`src/design/weight_stats_colormap_defines.svh`:
```
// Assertion macros for the node statistics colormap block.
// Taken in by the top level; depends on nothing else.
`ifndef WEIGHT_STATS_COLORMAP_DEFINES_SVH
`define WEIGHT_STATS_COLORMAP_DEFINES_SVH

// Same-cycle implication, disabled while reset is asserted.
`define WSC_ASSERT_NOW(lbl, clk, rst_n, ante, cons, msg) \
    lbl: assert property (@(posedge clk) disable iff (!(rst_n)) (ante) |-> (cons)) \
        else $error(msg);

// Next-cycle implication, disabled while reset is asserted.
`define WSC_ASSERT_NEXT(lbl, clk, rst_n, ante, cons, msg) \
    lbl: assert property (@(posedge clk) disable iff (!(rst_n)) (ante) |=> (cons)) \
        else $error(msg);

`endif

```
`src/design/wsc_pkg.sv`:
```
// Shared constants and types of the node statistics colormap block.
// No dependencies; used by every module of the block.
package wsc_pkg;

    localparam int unsigned STAT_W  = 23;
    localparam int unsigned MEAN_W  = 24;
    localparam int unsigned RATIO_W = 17;
    localparam int unsigned BASE_W  = 24;

    localparam logic [RATIO_W-1:0] ONE_Q16 = 17'd65536;
    localparam logic [RATIO_W-1:0] K018    = 17'd11796;
    localparam logic [RATIO_W-1:0] K082    = 17'd53740;
    localparam logic [RATIO_W-1:0] K034    = 17'd22282;

    // Palette entries, red / green / blue.
    localparam logic [7:0] BG_COL    [3] = '{8'd14,  8'd16,  8'd20};
    localparam logic [7:0] WARM_COL  [3] = '{8'd246, 8'd127, 8'd33};
    localparam logic [7:0] COOL_COL  [3] = '{8'd44,  8'd140, 8'd255};
    localparam logic [7:0] NEUT_COL  [3] = '{8'd120, 8'd196, 8'd130};
    localparam logic [7:0] DRIFT_COL [3] = '{8'd255, 8'd52,  8'd52};

    // Configuration register indexes.
    typedef enum logic [1:0] {
        CFG_SIGNED_SCALE = 2'd0,
        CFG_ENERGY_SCALE = 2'd1,
        CFG_DRIFT_SCALE  = 2'd2
    } t_cfg_idx;

endpackage

```
`src/design/wsc_div.sv`:
```
// Pipelined ratio unit: (mag << 16) / scale, clamped to 1.0 in Q1.16.
// Depends on wsc_pkg. Five register stages, four quotient bits per stage after the entry stage.
module wsc_div (
    input  logic                         i_clk,
    input  logic [4:0]                   i_en,
    input  logic [wsc_pkg::MEAN_W-1:0]   i_mag,
    input  logic [wsc_pkg::STAT_W-1:0]   i_scale,
    output logic [wsc_pkg::RATIO_W-1:0]  o_ratio
);
    import wsc_pkg::*;

    logic [STAT_W-1:0] w_scale;
    logic [STAT_W-1:0] r_rem [0:4];
    logic [15:0]       r_q   [0:4];
    logic              r_sat [0:4];

    // A zero scale acts as one LSB.
    assign w_scale = (i_scale == '0) ? STAT_W'(1) : i_scale;

    // Entry stage: a magnitude at or above the scale saturates to 1.0,
    // otherwise the quotient fits in 16 bits and the remainder in 23.
    always_ff @(posedge i_clk) begin
        if (i_en[0]) begin
            r_sat[0] <= (i_mag >= {1'b0, w_scale});
            r_rem[0] <= i_mag[STAT_W-1:0];
            r_q[0]   <= '0;
        end
    end

    // Restoring division, four quotient bits in each stage.
    for (genvar s = 1; s <= 4; s++) begin : g_stage
        logic [STAT_W-1:0] n_rem;
        logic [15:0]       n_q;

        always_comb begin
            logic [STAT_W:0] sh;
            n_rem = r_rem[s-1];
            n_q   = r_q[s-1];
            for (int b = 0; b < 4; b++) begin
                sh = {n_rem, 1'b0};
                if (sh >= {1'b0, w_scale}) begin
                    sh  = sh - {1'b0, w_scale};
                    n_q = {n_q[14:0], 1'b1};
                end else begin
                    n_q = {n_q[14:0], 1'b0};
                end
                n_rem = sh[STAT_W-1:0];
            end
        end

        always_ff @(posedge i_clk) begin
            if (i_en[s]) begin
                r_rem[s] <= n_rem;
                r_q[s]   <= n_q;
                r_sat[s] <= r_sat[s-1];
            end
        end
    end

    assign o_ratio = r_sat[4] ? ONE_Q16 : {1'b0, r_q[4]};

endmodule

```
`config.mk`:
```
export PLATFORM = sky130hd
export DESIGN_NAME = wsc_div
export DESIGN_NICKNAME = d
export VERILOG_FILES = /design/src/design/weight_stats_colormap_defines.svh /design/src/design/wsc_pkg.sv /design/src/design/wsc_div.sv
export SDC_FILE = /design/constraint.sdc
export NUM_CORES = 1
export LEC_CHECK = 0
export BUFFER_PORTS_ARGS = -buffer_cell sky130_fd_sc_hd__buf_2
export CAP_MARGIN = 20
export CORE_UTILIZATION = 71
export DETAILED_ROUTE_END_ITERATION = 7
export HOLD_SLACK_MARGIN = 0.06
export PLACE_DENSITY = 0.89
export SLEW_MARGIN = 25
export SYNTH_ARGS = -nofsm -noshare
export SYNTH_HDL_FRONTEND = slang
export SYNTH_SLANG_ARGS = --single-unit
```
`constraint.sdc`:
```
create_clock -name i_clk -period 30.1 [get_ports i_clk]
set_clock_uncertainty 0.2 [all_clocks]
set_input_delay 4.515 -clock i_clk [delete_from_list [all_inputs] [get_ports i_clk]]
set_output_delay 4.515 -clock i_clk [all_outputs]
set_load 0.01 [all_outputs]
```
==> impl_metrics.csv <==
group,metric,value,unit
clock_tree,clk_latency,0.47,ns
worst_setup_path,crit_type,"primary input to flop",
clock_tree,cts_setup_buffers,0,
synthesis,synth_compound_area_share,27.6,%
synthesis,muxShareOfSynthArea,7.51,%
final_layout,drive_gt1_share,10.5,%
placement,place.gp.congestion,1.08,
worst_setup_path,r2r_cells,49,
synthesis,synth_edf_count,137,
global_route,antenna_found_initial,7,
synthesis,async_flop_share,0,%
clock_tree,clk_path_buf_depth,2,
clock_tree,htree_levels,4,
final_layout,area_growth,6.22,%
routing,vias,25726,
routing,drt_iter0_markers,2356,
global_route,grt_pass1_wl,127000,um
global_route,grt_max_degree,54,
floorplanning,die_h,191,um
synthesis,synth_top_flop_cell,"edfxtp_1",
routing,wirelength,82400,um
sta,grt_setup_unrepaired,"no",
sta,setup_violations,0,
worst_setup_path,max_stage_delay,0.93,ns
synthesis,synth_xor_area_share,9.44,%
floorplanning,rows,68,
global_route,grt_pass1_vias,24740,
worst_setup_path,cp.arrival,19.66,ns
clock_tree,clockRootBuffer,"clkbuf_16",
worst_setup_path,reg2reg_from,"r_rem[0][1]$_DFFE_PP_",
sta,final_max_slew_viol_count,0,
clock_tree,clk_pin_slew,0.07,ns
worst_setup_path,timing.critical_path.required,30.13,ns
synthesis,ys_ff_latch,137,
worst_setup_path,cp-end-kind,"flop",
global_route,grt.total_usage,44.5,%
sta,relSlewSlack,25.1,%
worst_hold_path,hold_path_depth,0,
floorplanning,core_area,34900,um^2
synthesis,synth_cells,3140,
floorplanning,initial_core_util,72.9,%
final_layout,nets,3642,
routing,viasPerCell,7.00,
floorplanning,dieArea,36600,um^2
routing,firstDrtPassIters,8,
clock_tree,postCtsHoldBufs,0,
synthesis,ys_types,95,
clock_tree,cts.sinks,137,
worst_hold_path,whs_endpoint,"r_sat[0][2]$_DFFE_PP_",
placement,place.port_buffers,69,
synthesis,synthAdderAreaFrac,18.9,%
placement,dp_hpwl,62800,um
sta,max_freq,51.0,MHz
worst_setup_path,startpoint_type,"primary input",
synthesis,synth_top_family_by_area,"compound AO/OA/AOI/OAI gates",
synthesis,yosysTopAreaCell,"ha_1",
routing,route.detailed.drc,0,
synthesis,synth_area,25400,um^2
synthesis,ys_warn_count,0,
worst_setup_path,reg2reg_to,"r_rem[0][36]$_DFFE_PP_",
sta,fin_setup_tns,0,ns
clock_tree,cts_tree,"yes",
final_layout,n_fill_cell,2594,
synthesis,ys_seq_area_share,16.2,%
worst_hold_path,hold_class,"flop to flop",
routing,drtAntennaViolNets,0,
global_route,grt_overflow_total,0,
worst_hold_path,hp-start,"r_sat[0][1]$_DFFE_PP_",
floorplanning,die_width,191,um
synthesis,synth.area.top_cells,"ha_1, edfxtp_1, xnor2_1",
synthesis,synth_top_area_share,18.6,%
floorplanning,io_pins,70,
status,status,"complete, no violations",
sta,final_hold_viol_count,0,
synthesis,synthesis.nets,3575,
clock_tree,cts_buffers,17,
worst_setup_path,cp_max_fo,53,
sta,fin_crit,19.63,ns
worst_setup_path,crit_slowest_cell,"nor4_1",
synthesis,synth_area_per_cell,8.09,um^2
worst_setup_path,reg2reg_setup_slack,16.15,ns
routing,post_drt_wl_per_cell,22.4,um
sta,period_share,65.2,%
sta,tightest_slew,1.12,ns
clock_tree,cts_resized,0,
synthesis,synth_simple_gate_area_share,17.0,%
run,maxCapViolCount,0,
-- critical path: cells and delay by family --
kind / cells / cell delay, ns
compound gates: 29 / 8.03
fa+ha+maj: 4 / 1.32
buf+inv: 8 / 1.80
simple gates: 13 / 3.92
-- kinds of logic after synthesis --
family	after synthesis
DFF	137
AOI/OAI and AO/OA	1071
buffers and inverters	214
adders and majority gates	382
muxes	170
xor gates and xnor gates	274
and+or+nand+nor	892
-- synth_stat cells (32+ instances only) --
| cell type | number |
|---|---|
| o21bai_1 | 34 |
| edfxtp_1 | 137 |
| and3_1 | 32 |
| a21oi_1 | 311 |
| clkbuf_1 | 53 |
| o21a_1 | 68 |
| ha_1 | 378 |
| nand4_1 | 33 |
| nand2_1 | 241 |
| nand2b_1 | 46 |
| nor2_1 | 229 |
| mux2_2 | 127 |
| xor2_1 | 96 |
| xnor2_1 | 178 |
| a21o_1 | 141 |
| a31oi_1 | 32 |
| nand3_1 | 77 |
| nor2b_1 | 63 |
| o21ai_0 | 216 |
| inv_1 | 141 |
| nor3_1 | 56 |
-- layout make-up --
type                    instances  area (um^2)  area share (%)
flip-flops and latches        137         4110            15.2
clock inverters                15          165           0.612
diodes                          1         2.50         0.00927
clock buffers                  17          425            1.58
multi-input cells            2789        20500            75.8
repair buffers                116          698            2.59
inverters                     146          548            2.03
well taps                     455          569            2.11
-- cell usage in the layout (no fill, tap or decap), drive strengths merged, types with 27 or more instances in the layout --
| cell | instances |
|---|---|
| xor2 | 96 |
| nor2b | 63 |
| inv | 152 |
| nand3 | 78 |
| o21a | 68 |
| nor3 | 56 |
| edfxtp | 137 |
| nand2 | 241 |
| nor2 | 229 |
| a21oi | 313 |
| o21bai | 34 |
| a211oi | 29 |
| nand4 | 33 |
| o211ai | 27 |
| o21ai | 221 |
| and3 | 32 |
| a21o | 141 |
| buf | 116 |
| mux2 | 144 |
| ha | 378 |
| and2 | 27 |
| a31oi | 33 |
| nand2b | 46 |
| xnor2 | 178 |
-- sequential cells by signal, indices dropped and copies added, names as in the netlist --
name	flops
r_q	40
r_rem	92
r_sat	5
-- per-stage QoR --
stage | hold WS (ns) | cell area, um^2 | setup slack [ns] | util [%] | std cells
after floorplan | 0.200 | 25400 | 12.85 | - | 3140
after global placement | 0.203 | 26400 | 10.99 | 75.7 | 3643
after detailed placement | 0.205 | 26400 | 10.74 | 75.7 | 3643
after CTS | 0.220 | 27000 | 11.05 | 77.4 | 3675
after global routing | 0.224 | 27000 | 9.71 | 77.4 | 3675
final | 0.218 | 27000 | 10.47 | 77.4 | 3676
-- worst max path at each step --
stage | end | slack, ns | start | depth (start not counted)
global placement | r_rem[0][36]$_DFFE_PP_ | 10.99 | i_scale[0] | 54
finish | r_rem[0][36]$_DFFE_PP_ | 10.47 | i_scale[0] | 54
global route | r_rem[0][36]$_DFFE_PP_ | 9.71 | i_scale[16] | 54
CTS | r_rem[0][36]$_DFFE_PP_ | 11.05 | i_scale[0] | 54
detailed placement | r_rem[0][36]$_DFFE_PP_ | 10.74 | i_scale[0] | 54
floorplan | r_rem[0][25]$_DFFE_PP_ | 12.85 | i_scale[8] | 56
-- routing by layer --
layer  GRT usage (%)  up-vias  part of all wire [%]
li1                -    11966                     -
met1            50.4    11900                    38
met3            12.1      454                    10
met2            71.3     1402                    44
met5               0        -                 0.033
met4            34.0        4                   8.3
Power is not shown: default switching activity piles up to over one toggle a cycle in this logic, so the estimate is an artifact.
